===== src/rtl/mexp_pkg.sv =====
// shared types for the modular exponentiation block
`timescale 1ns / 1ps

package mexp_pkg;

   typedef enum logic [4:0] {
      ST_IDLE   = 5'b00001,
      ST_REDUCE = 5'b00010,
      ST_MULR   = 5'b00100,
      ST_SQR    = 5'b01000,
      ST_FINISH = 5'b10000
   } state_type;

   typedef enum logic [1:0] {
      OP_REDUCE = 2'd0,
      OP_MULR   = 2'd1,
      OP_SQR    = 2'd2
   } op_type;

   typedef struct packed {
      logic   load;
      logic   start;
      op_type op;
      logic   emit;
   } cmd_type;

   typedef struct packed {
      logic busy;
      logic in_exp_zero;
      logic exp_lsb;
      logic exp_upper_zero;
      logic out_free;
   } status_type;

endpackage


===== src/rtl/mexp_ctrl.sv =====
// sequencing state machine for square-and-multiply
`timescale 1ns / 1ps

module mexp_ctrl (
   input  logic                 clock,
   input  logic                 reset,
   input  logic                 req_tvalid,
   output logic                 req_tready,
   input  mexp_pkg::status_type status,
   output mexp_pkg::cmd_type    cmd
);
   import mexp_pkg::*;

   state_type state_ff;
   state_type state_in;

   always_comb begin
      state_in   = state_ff;
      cmd        = '0;
      cmd.op     = OP_REDUCE;
      req_tready = 1'b0;
      unique case (state_ff)
         ST_IDLE: begin
            req_tready = 1'b1;
            if (req_tvalid) begin
               cmd.load = 1'b1;
               if (status.in_exp_zero) begin
                  state_in = ST_FINISH;
               end else begin
                  cmd.start = 1'b1;
                  cmd.op    = OP_REDUCE;
                  state_in  = ST_REDUCE;
               end
            end
         end
         ST_REDUCE, ST_SQR: begin
            if (!status.busy) begin
               cmd.start = 1'b1;
               if (status.exp_lsb) begin
                  cmd.op   = OP_MULR;
                  state_in = ST_MULR;
               end else begin
                  cmd.op   = OP_SQR;
                  state_in = ST_SQR;
               end
            end
         end
         ST_MULR: begin
            if (!status.busy) begin
               if (status.exp_upper_zero) begin
                  state_in = ST_FINISH;
               end else begin
                  cmd.start = 1'b1;
                  cmd.op    = OP_SQR;
                  state_in  = ST_SQR;
               end
            end
         end
         ST_FINISH: begin
            if (status.out_free) begin
               cmd.emit = 1'b1;
               state_in = ST_IDLE;
            end
         end
         default: begin
            state_in = ST_IDLE;
         end
      endcase
   end

   always_ff @(posedge clock) begin
      if (reset) begin
         state_ff <= ST_IDLE;
      end else begin
         state_ff <= state_in;
      end
   end

endmodule


===== src/rtl/mexp_dp.sv =====
// operand registers, shift-add-reduce unit and result register
`timescale 1ns / 1ps

module mexp_dp #(
   parameter int OPERAND_WIDTH = 32
) (
   input  logic                     clock,
   input  logic                     reset,
   input  mexp_pkg::cmd_type        cmd,
   output mexp_pkg::status_type     status,
   input  logic [OPERAND_WIDTH-1:0] req_base,
   input  logic [OPERAND_WIDTH-1:0] req_exp,
   input  logic [OPERAND_WIDTH-1:0] modulus,
   input  logic                     rsp_tready,
   output logic                     rsp_tvalid,
   output logic [OPERAND_WIDTH-1:0] rsp_data
);
   import mexp_pkg::*;

   localparam int W     = OPERAND_WIDTH;
   localparam int CNT_W = $clog2(OPERAND_WIDTH);

   logic [W-1:0]     base_ff, base_in;
   logic [W-1:0]     exp_ff, exp_in;
   logic [W-1:0]     res_ff, res_in;
   logic [W-1:0]     acc_ff, acc_in;
   logic [W-1:0]     mplr_ff, mplr_in;
   logic [CNT_W-1:0] cnt_ff, cnt_in;
   op_type           op_ff, op_in;
   logic             busy_ff, busy_in;
   logic             rsp_valid_ff, rsp_valid_in;
   logic [W-1:0]     rsp_data_ff, rsp_data_in;

   logic [W-1:0]     mod_eff;
   logic [W-1:0]     addend;
   logic [W+1:0]     sum;
   logic [W+1:0]     mod_x1;
   logic [W+1:0]     mod_x2;
   logic [W-1:0]     acc_step;

   // a zero modulus behaves as one
   assign mod_eff = (modulus == '0) ? W'(1) : modulus;

   // one multiplier bit per cycle: acc = 2*acc + bit*addend, reduced
   always_comb begin
      addend = '0;
      if (mplr_ff[W-1]) begin
         case (op_ff)
            OP_REDUCE: addend = W'(1);
            OP_MULR:   addend = res_ff;
            OP_SQR:    addend = base_ff;
            default:   addend = '0;
         endcase
      end
      sum    = {1'b0, acc_ff, 1'b0} + {2'b00, addend};
      mod_x1 = {2'b00, mod_eff};
      mod_x2 = {1'b0, mod_eff, 1'b0};
      if (sum >= mod_x2) begin
         acc_step = W'(sum - mod_x2);
      end else if (sum >= mod_x1) begin
         acc_step = W'(sum - mod_x1);
      end else begin
         acc_step = W'(sum);
      end
   end

   always_comb begin
      base_in      = base_ff;
      exp_in       = exp_ff;
      res_in       = res_ff;
      acc_in       = acc_ff;
      mplr_in      = mplr_ff;
      cnt_in       = cnt_ff;
      op_in        = op_ff;
      busy_in      = busy_ff;
      rsp_valid_in = rsp_valid_ff;
      rsp_data_in  = rsp_data_ff;

      if (cmd.load) begin
         base_in = req_base;
         exp_in  = req_exp;
         res_in  = W'(1);
      end

      if (busy_ff) begin
         acc_in  = acc_step;
         mplr_in = {mplr_ff[W-2:0], 1'b0};
         cnt_in  = cnt_ff - CNT_W'(1);
         if (cnt_ff == '0) begin
            busy_in = 1'b0;
            case (op_ff)
               OP_REDUCE: base_in = acc_step;
               OP_MULR:   res_in  = acc_step;
               OP_SQR: begin
                  base_in = acc_step;
                  exp_in  = {1'b0, exp_ff[W-1:1]};
               end
               default: ;
            endcase
         end
      end

      if (cmd.start) begin
         busy_in = 1'b1;
         cnt_in  = CNT_W'(W - 1);
         acc_in  = '0;
         op_in   = cmd.op;
         mplr_in = cmd.load ? req_base : base_ff;
      end

      if (cmd.emit) begin
         rsp_valid_in = 1'b1;
         rsp_data_in  = res_ff;
      end else if (rsp_tready) begin
         rsp_valid_in = 1'b0;
      end
   end

   always_ff @(posedge clock) begin
      if (reset) begin
         busy_ff      <= 1'b0;
         rsp_valid_ff <= 1'b0;
      end else begin
         busy_ff      <= busy_in;
         rsp_valid_ff <= rsp_valid_in;
      end
      base_ff     <= base_in;
      exp_ff      <= exp_in;
      res_ff      <= res_in;
      acc_ff      <= acc_in;
      mplr_ff     <= mplr_in;
      cnt_ff      <= cnt_in;
      op_ff       <= op_in;
      rsp_data_ff <= rsp_data_in;
   end

   assign status.busy           = busy_ff;
   assign status.in_exp_zero    = (req_exp == '0);
   assign status.exp_lsb        = exp_ff[0];
   assign status.exp_upper_zero = (exp_ff[W-1:1] == '0);
   assign status.out_free       = !rsp_valid_ff || rsp_tready;

   assign rsp_tvalid = rsp_valid_ff;
   assign rsp_data   = rsp_data_ff;

endmodule


===== src/rtl/modular_exponentiation_top.sv =====
// top level of the modular exponentiation block
//
//  channel  direction  handshake          payload
//  req      in         tvalid / tready    base_value, exponent
//  rsp      out        tvalid / tready    power_result
//  csr      in         apb write / read   modulus (register 0)
//
// zero exponent: the result 1 is returned without running the multiply unit
// otherwise the base is reduced first; each set exponent bit then multiplies
// it into the result, and the base is squared until no set bit is left above
// all steps run on the shared shift-add-reduce unit, one bit a cycle
// synchronous active-high reset, modulus resets to 1
// a waiting result is held in the output register while the next item is taken
`timescale 1ns / 1ps

module modular_exponentiation_top #(
   parameter int OPERAND_WIDTH = 32
) (
   input  logic                                                 clock,
   input  logic                                                 reset,
   input  logic                                                 req_tvalid,
   output logic                                                 req_tready,
   // base_value, exponent
   input  logic [((2*OPERAND_WIDTH+7)/8)*8-1:0]                 req_tdata,
   output logic                                                 rsp_tvalid,
   input  logic                                                 rsp_tready,
   // power_result
   output logic [((OPERAND_WIDTH+7)/8)*8-1:0]                   rsp_tdata,
   input  logic                                                 csr_psel,
   input  logic                                                 csr_penable,
   input  logic                                                 csr_pwrite,
   input  logic [((OPERAND_WIDTH > 32) ? 4 : 3)-1:0]            csr_paddr,
   input  logic [((OPERAND_WIDTH > 32) ? 64 : 32)-1:0]          csr_pwdata,
   output logic [((OPERAND_WIDTH > 32) ? 64 : 32)-1:0]          csr_prdata,
   output logic                                                 csr_pready
);
   import mexp_pkg::*;

   localparam int W      = OPERAND_WIDTH;
   localparam int RSP_W  = ((OPERAND_WIDTH + 7) / 8) * 8;
   localparam int CSR_W  = (OPERAND_WIDTH > 32) ? 64 : 32;
   localparam int ADDR_W = (OPERAND_WIDTH > 32) ? 4 : 3;
   localparam logic REG_MODULUS = 1'b0;

   logic [W-1:0] modulus_ff, modulus_in;
   logic         csr_write;
   logic [W-1:0] rsp_data;
   cmd_type      cmd;
   status_type   status;

   assign csr_pready = 1'b1;
   assign csr_write  = csr_psel && csr_penable && csr_pwrite && csr_pready
                       && (csr_paddr[ADDR_W-1] == REG_MODULUS);

   always_comb begin
      modulus_in = modulus_ff;
      if (csr_write) begin
         modulus_in = csr_pwdata[W-1:0];
      end
   end

   always_ff @(posedge clock) begin
      if (reset) begin
         modulus_ff <= W'(1);
      end else begin
         modulus_ff <= modulus_in;
      end
   end

   assign csr_prdata = (csr_paddr[ADDR_W-1] == REG_MODULUS) ? CSR_W'(modulus_ff) : '0;

   mexp_ctrl u_ctrl (
      .clock      (clock),
      .reset      (reset),
      .req_tvalid (req_tvalid),
      .req_tready (req_tready),
      .status     (status),
      .cmd        (cmd)
   );

   mexp_dp #(
      .OPERAND_WIDTH (OPERAND_WIDTH)
   ) u_dp (
      .clock      (clock),
      .reset      (reset),
      .cmd        (cmd),
      .status     (status),
      .req_base   (req_tdata[W-1:0]),
      .req_exp    (req_tdata[2*W-1:W]),
      .modulus    (modulus_ff),
      .rsp_tready (rsp_tready),
      .rsp_tvalid (rsp_tvalid),
      .rsp_data   (rsp_data)
   );

   assign rsp_tdata = RSP_W'(rsp_data);

`ifndef ASSERT_OFF
   a_one_in_flight: assert property (@(posedge clock) disable iff (reset)
      req_tvalid && req_tready |=> !req_tready)
      else $error("transaction accepted while another is in progress");

   a_start_when_free: assert property (@(posedge clock) disable iff (reset)
      cmd.start |-> !status.busy || cmd.load)
      else $error("multiply started while the unit is running");

   a_emit_shows: assert property (@(posedge clock) disable iff (reset)
      cmd.emit |=> rsp_tvalid)
      else $error("result not presented after emit");
`endif

endmodule

===== config.mk =====
export PLATFORM = sky130hd
export DESIGN_NAME = modular_exponentiation_top
export DESIGN_NICKNAME = d
export VERILOG_FILES = /design/src/rtl/mexp_pkg.sv /design/src/rtl/mexp_ctrl.sv /design/src/rtl/mexp_dp.sv /design/src/rtl/modular_exponentiation_top.sv
export SDC_FILE = /design/constraint.sdc
export NUM_CORES = 1
export LEC_CHECK = 0
export BUFFER_PORTS_ARGS = -buffer_cell sky130_fd_sc_hd__buf_2
export CORE_UTILIZATION = 64
export CTS_CLUSTER_SIZE = 12
export DETAILED_ROUTE_END_ITERATION = 8
export PLACE_DENSITY = 0.86
export SYNTH_ARGS = -nofsm -noshare
export SYNTH_HDL_FRONTEND = slang
export SYNTH_SLANG_ARGS = --single-unit

===== constraint.sdc =====
create_clock -name clock -period 16.1 [get_ports clock]
set_input_delay 0.805 -clock clock [delete_from_list [all_inputs] [get_ports clock]]
set_output_delay 0.805 -clock clock [all_outputs]
set_load 0.01 [all_outputs]

==> metrics, run 1 <==
syn_nets 1,951; setup TNS 0 ns; Pwr Total 3.66 mW; Syn Inst Count 1,750; Post-synth EDFFs 66; clock-pin slew on the worst setup and hold paths 0.06 ns; fin cells 2,203; max-cap viol count 0; flops & latches, synth 238; Tmin final 8.49 ns; RSZ-0062 raised after global routing false; peak supply drop 0.000197 V; final setup vio count 0; Worst-Margin Slew 1.16 ns; Row Count 55; slowest CP cell a21o_1; crit-path max cell delay 0.81 ns; Clk Latency, worst-skew pair 0.55 ns; DRC Markers 0; XOR/XNOR Fraction of Synth Area 5.13%; post-CTS sizing 0; Synth top cells by count nand2_1, a21oi_1, dfxtp_1, nor2_1, mux2i_1; CTS Buffer Depth 3; Layout area overhead 11.7%; antenna cells 0; share of layout cells above drive strength 1 13.5%; Compound-Gate Fraction of Synth Area 21.7%; syn avg cell area 8.58 um^2; Worst Path Max Fanout 33; status complete, no violations; leading post-synthesis cells by cell area dfxtp_1, edfxtp_1, ha_1, mux2i_1, a21oi_1; Crit. End Element flip-flop; Yosys cell types 84; Starting Density 65.7%; CP bufs+invs 1; Slew Viols, Final 0; CTS Buf Count 25; Setup CP Type reg -> reg; CTS hold repair buffers 0; combinational share of power 62.8%; vias in the first global route 13,100; die area 0.0241 mm^2; GP Congestion 0.946; Fin. Hold Viols 0; CTS tree done; Slew HR 22.5%; io pins 173; PD cells 219 mW/mm^2; Post-Synth Simple-Gate Area 16.6%; part of the Yosys area used for sequential elements 36.1%; Worst Skew 0.0327 ns; largest net degree at the start of global routing 64; H-tree levels 1; post-CTS setup buffer count 0; Fill cells 1,727; core box area 0.0228 mm^2; Hold Path Class reg -> reg; internal power 1.93 mW; remaining global-route overflow 0; CTS Sinks 238; top-count cell post-synth nand2_1; fmax 118 MHz; WP depth 25; Post-DP HPWL 29,700 um; asr flop ratio synth 0%; 1st-pass router iterations 5; synth warn 0; Clock Tree Root clkbuf_16; initial antenna violation count 1; mux contribution to synthesized area 7.94%; switching pwr 1.73 mW; Buffers on Ports 169; # placed instances 2,157; clock power share 15.1%; final core occ 73.4%; wire per inst 18.5 um; Die W 155 um; gr usage total 33.5%; register share of total power 22.1%; Critical Path RT 16.56 ns; vias 13,500; sw frac 47.2%; Lkg Pwr 7.27 nW; Total Wirelength 40,700 um; crit-path leading delay family compound AO/OA/AOI/OAI gates; Synth area leader dfxtp_1; largest family of logic cells by synthesized area compound AO/OA/AOI/OAI gates; area share of fa/ha/maj cells after synthesis 8.22%; Final ANT Viol Nets 0; chip height 155 um; Layout Nets 2,072; CP startpoint kind flip-flop; vias per cell 6.14; Final Cycle Share 52.8%; R2R cell count 25; post-synth top area share 22.9%; Arr. time, crit path 8.95 ns; DRT iter0 DRCs 1,032; Mapped Area 0.0150 mm^2; top_reg_cell synth dfxtp_1; Worst Hold Depth 0; global-route wire length before repair 64,700 um
==> registers in the layout, indices dropped and copies added, names as in the netlist <==
signal,cells
modulus_ff,32
u_ctrl.state_ff,5
u_dp.acc_ff,32
u_dp.base_ff,32
u_dp.busy_ff,1
u_dp.cnt_ff,5
u_dp.exp_ff,32
u_dp.mplr_ff,32
u_dp.op_ff,2
u_dp.res_ff,32
u_dp.rsp_data,32
u_dp.rsp_tvalid,1
==> routing by layer <==
metal  up-vias  routed length, um  global-route usage (%)
li1       6558                  -                       -
met1      6366              16400                    39.2
met2       476              20600                    60.7
met3       126               2000                    4.23
met4         0               1820                    16.1
met5         -                  0                       0
==> worst paths after layout <==
path                                       from                 to  slack (ns)
worst min-delay path            u_dp.res_ff[27]  u_dp.rsp_data[27]        0.46
worst max register to register    u_dp.op_ff[1]    u_dp.acc_ff[23]        7.61
worst min register to register  u_dp.res_ff[27]  u_dp.rsp_data[27]        0.46
worst max-delay path              u_dp.op_ff[1]    u_dp.acc_ff[23]        7.61
==> cells in the final DEF, fill, tap and decap left out, types with 12 or more instances in the layout <==
cell       synthesis  final
nand2_1          195    194
a21oi_1          194    192
dfxtp_1          172    171
buf_2              7    169
nor2_1           152    151
mux2i_1          112    112
ha_1              92     92
o21ai_0           78     78
inv_1             67     67
edfxtp_1          66     66
xnor2_1           63     63
nor2b_1           49     47
a21o_1            39     39
a22oi_1           31     31
nor4_1            25     25
clkbuf_16          0     25
o21ai_1           24     24
xor2_1            23     23
nand4_1           21     21
nand3_1           20     20
a22o_1            16     16
nor3_1            15     15
a211oi_1          15     15
a31oi_1           14     14
nand2b_1          13     13
o21bai_1          13     13
clkbuf_1          63     12
buf_4              3     12
==> cell type report <==
class / count / area (um^2) / area share (%)
repair buffers: 181 / 936 / 5.58
inverters: 70 / 263 / 1.57
multi-input cells: 1355 / 8980 / 53.6
clock inverters: 7 / 72.6 / 0.433
clock buffers: 39 / 698 / 4.16
flip-flops and latches: 238 / 5430 / 32.4
well taps: 313 / 392 / 2.34
==> metrics by stage <==
stage	cell area [um^2]	setup WS, ns	hold WS, ns
after floorplan	15000	9.96	0.423
after global placement	16000	8.11	0.439
after detailed placement	16000	7.94	0.444
after CTS	16800	7.81	0.464
after global routing	16800	7.22	0.477
final	16800	7.61	0.462
==> power groups by stage <==
stage,logic (mW),clock network (mW),registers [mW]
6_report,2.30,0.554,0.808
5_1_grt,2.49,0.581,0.819
4_1_cts,2.26,0.557,0.806
3_5_place_dp,2.24,0,0.816
3_3_place_gp,2.20,0,0.810
2_1_floorplan,1.75,0,0.793
==> kinds of logic (layout without fill, tap and decap cells) <==
| group | Yosys count | after routing |
|---|---|---|
| other | 1 | 1 |
| buffers and inverters | 157 | 297 |
| XOR/XNOR | 87 | 87 |
| adder cells (fa/ha/maj) | 97 | 97 |
| multiplexers | 118 | 118 |
| flip-flops | 238 | 238 |
| AO/OA/AOI/OAI | 515 | 515 |
| AND/OR/NAND/NOR | 537 | 537 |
Power figures use the tool's default switching activity.
==> run 2, diff against run 1 <==
ABC_AREA = 1   (was unset)
CORE_UTILIZATION = 60   (was 64)
PLACE_DENSITY = 0.81   (was 0.86)
clock period = 8.5 ns   (was 16.1 ns; I/O delays follow)
==> run 2 against run 1 <==
  * Clock skew decreased by 0.020 ns
  * Sequential share of layout area decreased by 1.1 points
  * Clock-buffer cell count increased by 2
  * Clock power increased by 90%
  * Synthesized cell count increased by 26%
  * Non-clock buffer count increased by 8
  * First-iteration DRC count increased by 54%
  * Die area increased by 10%
  * Final cell count increased by 22%
  * Worst setup slack got worse by 6.0 ns
  * Via count increased by 16%
==> metrics, run 2 <==
commonest non-fill, non-tap cell in the layout nand2_1; leading post-synthesis cells by cell area dfxtp_1, nand2_1, edfxtp_1, nand3_1, ha_1; setup TNS 0 ns (unchanged); Final Cycle Share 81.3% (+29 points); crit-path max cell delay 0.64 ns (-0.17 ns); H-tree levels 1 (unchanged); CTS Buf Count 26 (+4.0%); Post-DP HPWL 35,500 um (+20%); Slew HR 22.1% (-0.38 points); remaining global-route overflow 0 (unchanged); final setup vio count 0 (unchanged); DRC Markers 0 (unchanged); 1st-pass router iterations 6 (+1); chip height 163 um (+5.0%); DR top layer met4; Critical Path RT 8.90 ns (-7.66 ns); CTS Sinks 238 (unchanged); Worst Path Max Fanout 32 (-3.0%); vias 15,700 (+16%); die area 0.0265 mm^2 (+10%); fin cells 2,680 (+22%); post-synth top area share 22.2% (-0.76 points); status complete, no violations; Row Count 58 (+5.5%); vias per cell 5.84 (-4.9%); RSZ-0062 raised after global routing false; most frequent cells in the layout nand2_1, nand3_1, inv_1; io pins 173 (unchanged); synth warn 0 (unchanged); final core occ 68.8% (-4.6 points); Layout area overhead 11.9%; syn avg cell area 7.05 um^2 (-18%); initial antenna violation count 0 (-1); max-cap viol count 0 (unchanged); Syn Inst Count 2,203 (+26%); wire per inst 17.4 um (-5.8%); met2 WL 21,600 um (+4.9%); asr flop ratio synth 0% (unchanged); met3 wire length 3910 um (+96%); antenna cells 0 (unchanged); fmax 145 MHz (+23%); slowest CP cell o311ai_1; Mapped Area 0.0155 mm^2 (+3.4%); Synth area leader dfxtp_1; part of the Yosys area used for sequential elements 34.9% (-1.2 points); Starting Density 61.5% (-4.2 points); Pwr Total 7.43 mW (+100%); CTS tree done; Post-synth EDFFs 66 (unchanged); GP Congestion 0.943 (-0.29%); Worst Skew 0.0129 ns (-0.0198 ns); vias in the first global route 14,400 (+9.7%); DRT iter0 DRCs 1,585 (+54%); PD cells 428 mW/mm^2 (+96%); peak supply drop 0.000226 V (+15%); syn_nets 2,404 (+23%); post-CTS setup buffer count 0 (unchanged); clock-pin slew on the worst setup and hold paths 0.06 ns (about the same); Fin. Hold Viols 0 (unchanged); Final ANT Viol Nets 0 (unchanged); CTS Buffer Depth 3 (unchanged); share of layout cells above drive strength 1 11.4% (-2.1 points); flops & latches, synth 238 (unchanged); top_reg_cell synth dfxtp_1; global-route wire length before repair 73,000 um (+13%); Finished Cell Area 0.0174 mm^2 (+3.6%); Clk Latency, worst-skew pair 0.54 ns (about the same); top-count cell post-synth nand2_1; Clock Tree Root clkbuf_16; Worst path most repeated cell nand2_1; Crit. End Element flip-flop; Layout Nets 2,532 (+22%); gr usage total 34.7% (+1.2 points); largest net degree at the start of global routing 65 (+1.6%); Worst-Margin Slew 1.17 ns (+0.00698 ns); setup slack, reg-to-reg 1.59 ns (-6.02 ns); Yosys cell types 53 (-37%); CP startpoint kind flip-flop; post-CTS sizing 0 (unchanged); Lkg Pwr 8.31 nW (+14%); Synth top cells by count nand2_1, nand3_1, inv_1, dfxtp_1, a21oi_1; Setup CP Type reg -> reg; Hold Path Class in -> reg; core box area 0.0253 mm^2 (+11%); Total Wirelength 46,700 um (+15%); # placed instances 2,633 (+22%); Tmin final 6.91 ns (-1.58 ns); Buffers on Ports 169 (unchanged); Slew Viols, Final 0 (unchanged); cell area after placement 0.0166 mm^2 (+3.6%); CTS hold repair buffers 0 (unchanged); DRT met1 WL 20,100 um (+23%); Die W 163 um (+5.0%); Arr. time, crit path 7.31 ns (-1.64 ns)
==> run 2: area by class of cell <==
| class | count | area [um^2] |
|---|---|---|
| clock buffers | 41 | 737 |
| fillers | 2229 | 7890 |
| well taps | 330 | 413 |
| clock inverters | 6 | 52.6 |
| flip-flops and latches | 238 | 5430 |
| inverters | 195 | 732 |
| multi-input cells | 1681 | 9010 |
| repair buffers | 189 | 996 |
==> run 2: metrics by stage <==
step | worst slack (ns) | hold WS, ns
2_1_floorplan | 3.60 | 0.408
3_3_place_gp | 1.91 | 0.418
3_5_place_dp | 1.78 | 0.431
4_1_cts | 1.73 | 0.0698
5_1_grt | 1.17 | 0.0910
6_report | 1.59 | 0.0970
==> run 2: routing by layer <==
layer,vias to the layer above,GRT usage [%]
met5,-,0
met4,0,9.73
met3,77,3.85
met2,713,57.8
met1,7155,47.5
li1,7710,-
==> run 2: final timing paths <==
check / startpoint / end / cells past startpoint
min: reset / u_dp.rsp_tvalid / 2
max: u_dp.op_ff[0] / u_dp.base_ff[2] / 27
min reg2reg: u_dp.res_ff[0] / u_dp.rsp_data[0] / 0
max reg2reg: u_dp.op_ff[0] / u_dp.base_ff[2] / 27
==> run 2: logic make-up (layout without fill, tap and decap cells) <==
logic type	after synthesis	after routing	synth area share, %
other cells	1	1	0.0242
xor+xnor	76	76	4.29
buf+inv	284	431	7.17
compound gates	394	394	13.8
mux	18	18	1.16
flops	238	238	34.9
fa+ha+maj	95	95	7.80
simple gates	1097	1097	30.8
==> run 2: power breakdown <==
group          leakage, nW  internal [mW]  switching (mW)
logic                 5.89           1.50            3.22
registers             2.05           1.50           0.157
clock network        0.374          0.596           0.458
total                 8.31           3.59            3.84
==> run 2: worst max-delay path, delay by kind of cell, from the launching register on <==
kind	cells	cell delay (ns)
AO/OA/AOI/OAI	8	2.14
AND/OR/NAND/NOR	12	1.93
buffers and inverters	4	1.04
adder cells (fa/ha/maj)	2	0.76
flip-flops	1	0.45
XOR/XNOR	1	0.39
==> run 3, diff against run 2 <==
CORE_UTILIZATION = 54   (was 60)
PLACE_DENSITY = 0.77   (was 0.81)
clock period = 6.05 ns   (was 8.5 ns; I/O delays follow)
==> run 3 against run 2 <==
  * Die area grew 11%
  * Critical path type unchanged
  * Combinational power grew 46%
  * Via count shrank 0.10%
  * Final area grew 2.2%
  * Flip-flop and latch count is the same
  * Critical endpoint is now u_dp.res_ff[28]
  * Core utilization shrank 5.4 points
  * Largest power group unchanged
==> metrics, run 3 (synthesis results as in run 2) <==
Fill cells 2,586 (+16%); Worst Path Max Fanout 15 (-53%); GP Congestion 0.918 (-2.7%); io pins 173 (unchanged); Clk Latency, worst-skew pair 0.55 ns (about the same); CTS Sinks 238 (unchanged); met2 GRT Util 51.2% (-6.6 points); register share of total power 21.6% (-0.7 points); Lkg Pwr 8.50 nW (+2.3%); Critical Path RT 6.54 ns (-2.36 ns); peak supply drop 0.000269 V (+19%); most frequent cells in the layout nand2_1, nand3_1, inv_1; Worst path most repeated cell nand2_1; vias in the first global route 14,400 (-0.021%); RSZ-0062 raised after global routing false; CTS Buffer Depth 3 (unchanged); CP startpoint kind flip-flop; clock-pin slew on the worst setup and hold paths 0.06 ns (about the same); chip height 172 um (+5.3%); Row Count 61 (+5.2%); status complete, no violations; Arr. time, crit path 6.17 ns (-1.14 ns); DRT iter0 DRCs 1,244 (-22%); final core occ 63.4% (-5.4 points); clock power share 14.7% (+0.5 points); antenna cells 0 (unchanged); internal power 5.34 mW (+49%); fin cells 2,758 (+2.9%); Buffers on Ports 169 (unchanged); Total Wirelength 46,700 um (about the same); GR peak layer met2; fmax 176 MHz (+22%); PD cells 608 mW/mm^2 (+42%); Starting Density 55.4% (-6.0 points); Post-DP HPWL 35,900 um (+1.3%); global-route wire length before repair 71,900 um (-1.5%); core box area 0.0280 mm^2 (+11%); switching pwr 5.45 mW (+42%); vias 15,600 (-0.10%); Tmin final 5.69 ns (-1.23 ns); Hold Path Class in -> reg; Crit. End Element flip-flop; Setup CP Type reg -> reg; met3 Use GR 4.19% (+0.34 points); largest net degree at the start of global routing 79 (+22%); 1st-pass router iterations 7 (+1); vias per cell 5.67 (-2.9%); setup TNS 0 ns (unchanged); max-cap viol count 0 (unchanged); Slew Viols, Final 0 (unchanged); final setup vio count 0 (unchanged); Slew HR 23.6% (+1.5 points); Final Cycle Share 94.0% (+13 points); combinational share of power 63.7% (+0.2 points); grt met1 use 42.2% (-5.3 points); die area 0.0294 mm^2 (+11%); Layout area overhead 14.3%; Die W 172 um (+5.3%); Worst-Margin Slew 1.14 ns (-0.0220 ns); sw frac 50.5% (-1.2 points); slowest CP cell edfxtp_1; gr usage total 31.1% (-3.7 points); remaining global-route overflow 0 (unchanged); H-tree levels 1 (unchanged); CTS tree done; wire per inst 16.9 um (-2.8%); # placed instances 2,704 (+2.7%); Final ANT Viol Nets 0 (unchanged); share of layout cells above drive strength 1 12.6% (+1.3 points); Layout Nets 2,561 (+1.1%); Fin. Hold Viols 0 (unchanged); commonest non-fill, non-tap cell in the layout nand2_1; Clock Tree Root clkbuf_16; initial antenna violation count 1 (+1); CTS Buf Count 26 (unchanged); crit-path max cell delay 0.51 ns (-0.13 ns); Worst Skew 0.0139 ns (+0.00100 ns); DRC Markers 0 (unchanged)
## run 3: cell count changes in the layout (fill, tap and decap cells not counted), moves of 2 or more
cell           delta
clkinv_2          +2
bufinv_16         +2
buf_4            +26
dlygate4sd3_1     +2
## run 3: power by group through the flow
stage / logic, mW / clock network [mW] / registers, mW
after floorplan: 4.84 / 0 / 2.29
after global placement: 6.58 / 0 / 2.34
after detailed placement: 6.67 / 0 / 2.36
after CTS: 6.70 / 1.60 / 2.33
after global routing: 7.56 / 1.66 / 2.37
final: 6.87 / 1.59 / 2.33
## run 3: timing repair
action | in CTS | in global routing
hold endpoints to repair | 4 | 0
hold buffers | 2 | 0
resized for setup | 0 | 6
endpoints found under the setup margin | 0 | 96
buffers inserted | 0 | 4
## run 3: metal layers
metal | part of all wire, % | vias to the layer above
li1 | - | 7748
met1 | 45 | 7132
met2 | 44 | 674
met3 | 8.3 | 83
met4 | 2.5 | 2
met5 | 0.021 | -
## run 3: path summary, 6_finish.rpt
check | from | to | slack, ns | cells after the start
hold reg to reg | u_dp.acc_ff[4] | u_dp.acc_ff[4] | 0.46 | 2
hold / removal | req_tdata[63] | u_dp.exp_ff[31] | 0.04 | 3
setup / recovery | u_dp.op_ff[0] | u_dp.res_ff[28] | 0.36 | 30
setup reg to reg | u_dp.op_ff[0] | u_dp.res_ff[28] | 0.36 | 30
## run 3: final cells by class
class	instances	area [um^2]	share of cell area, %
clock buffers	42	762	4.29
clock inverters	6	87.6	0.493
inverters	195	736	4.14
multi-input cells	1681	9030	50.9
flip-flops and latches	238	5430	30.6
well taps	378	473	2.66
repair buffers	218	1230	6.94
## run 3: critical path: cells and delay by family (launching register included)
kind / cells / cell delay [ns]
DFF: 1 / 0.51
adders and majority gates: 2 / 0.77
xor gates and xnor gates: 1 / 0.36
buffers and inverters: 7 / 1.14
AOI/OAI and AO/OA: 4 / 0.51
and+or+nand+nor: 16 / 2.30
## run 3: per-stage QoR
step	area [um^2]	setup WS, ns	hold slack (ns)	power (mW)
6_report	17700	0.364	0.0373	10.8
5_1_grt	17700	0.00857	0.0498	11.6
4_1_cts	17700	0.271	0.0176	10.6
3_5_place_dp	16800	0.352	0.449	9.02
3_3_place_gp	16800	0.426	0.440	8.92
2_1_floorplan	15500	1.15	0.372	7.13
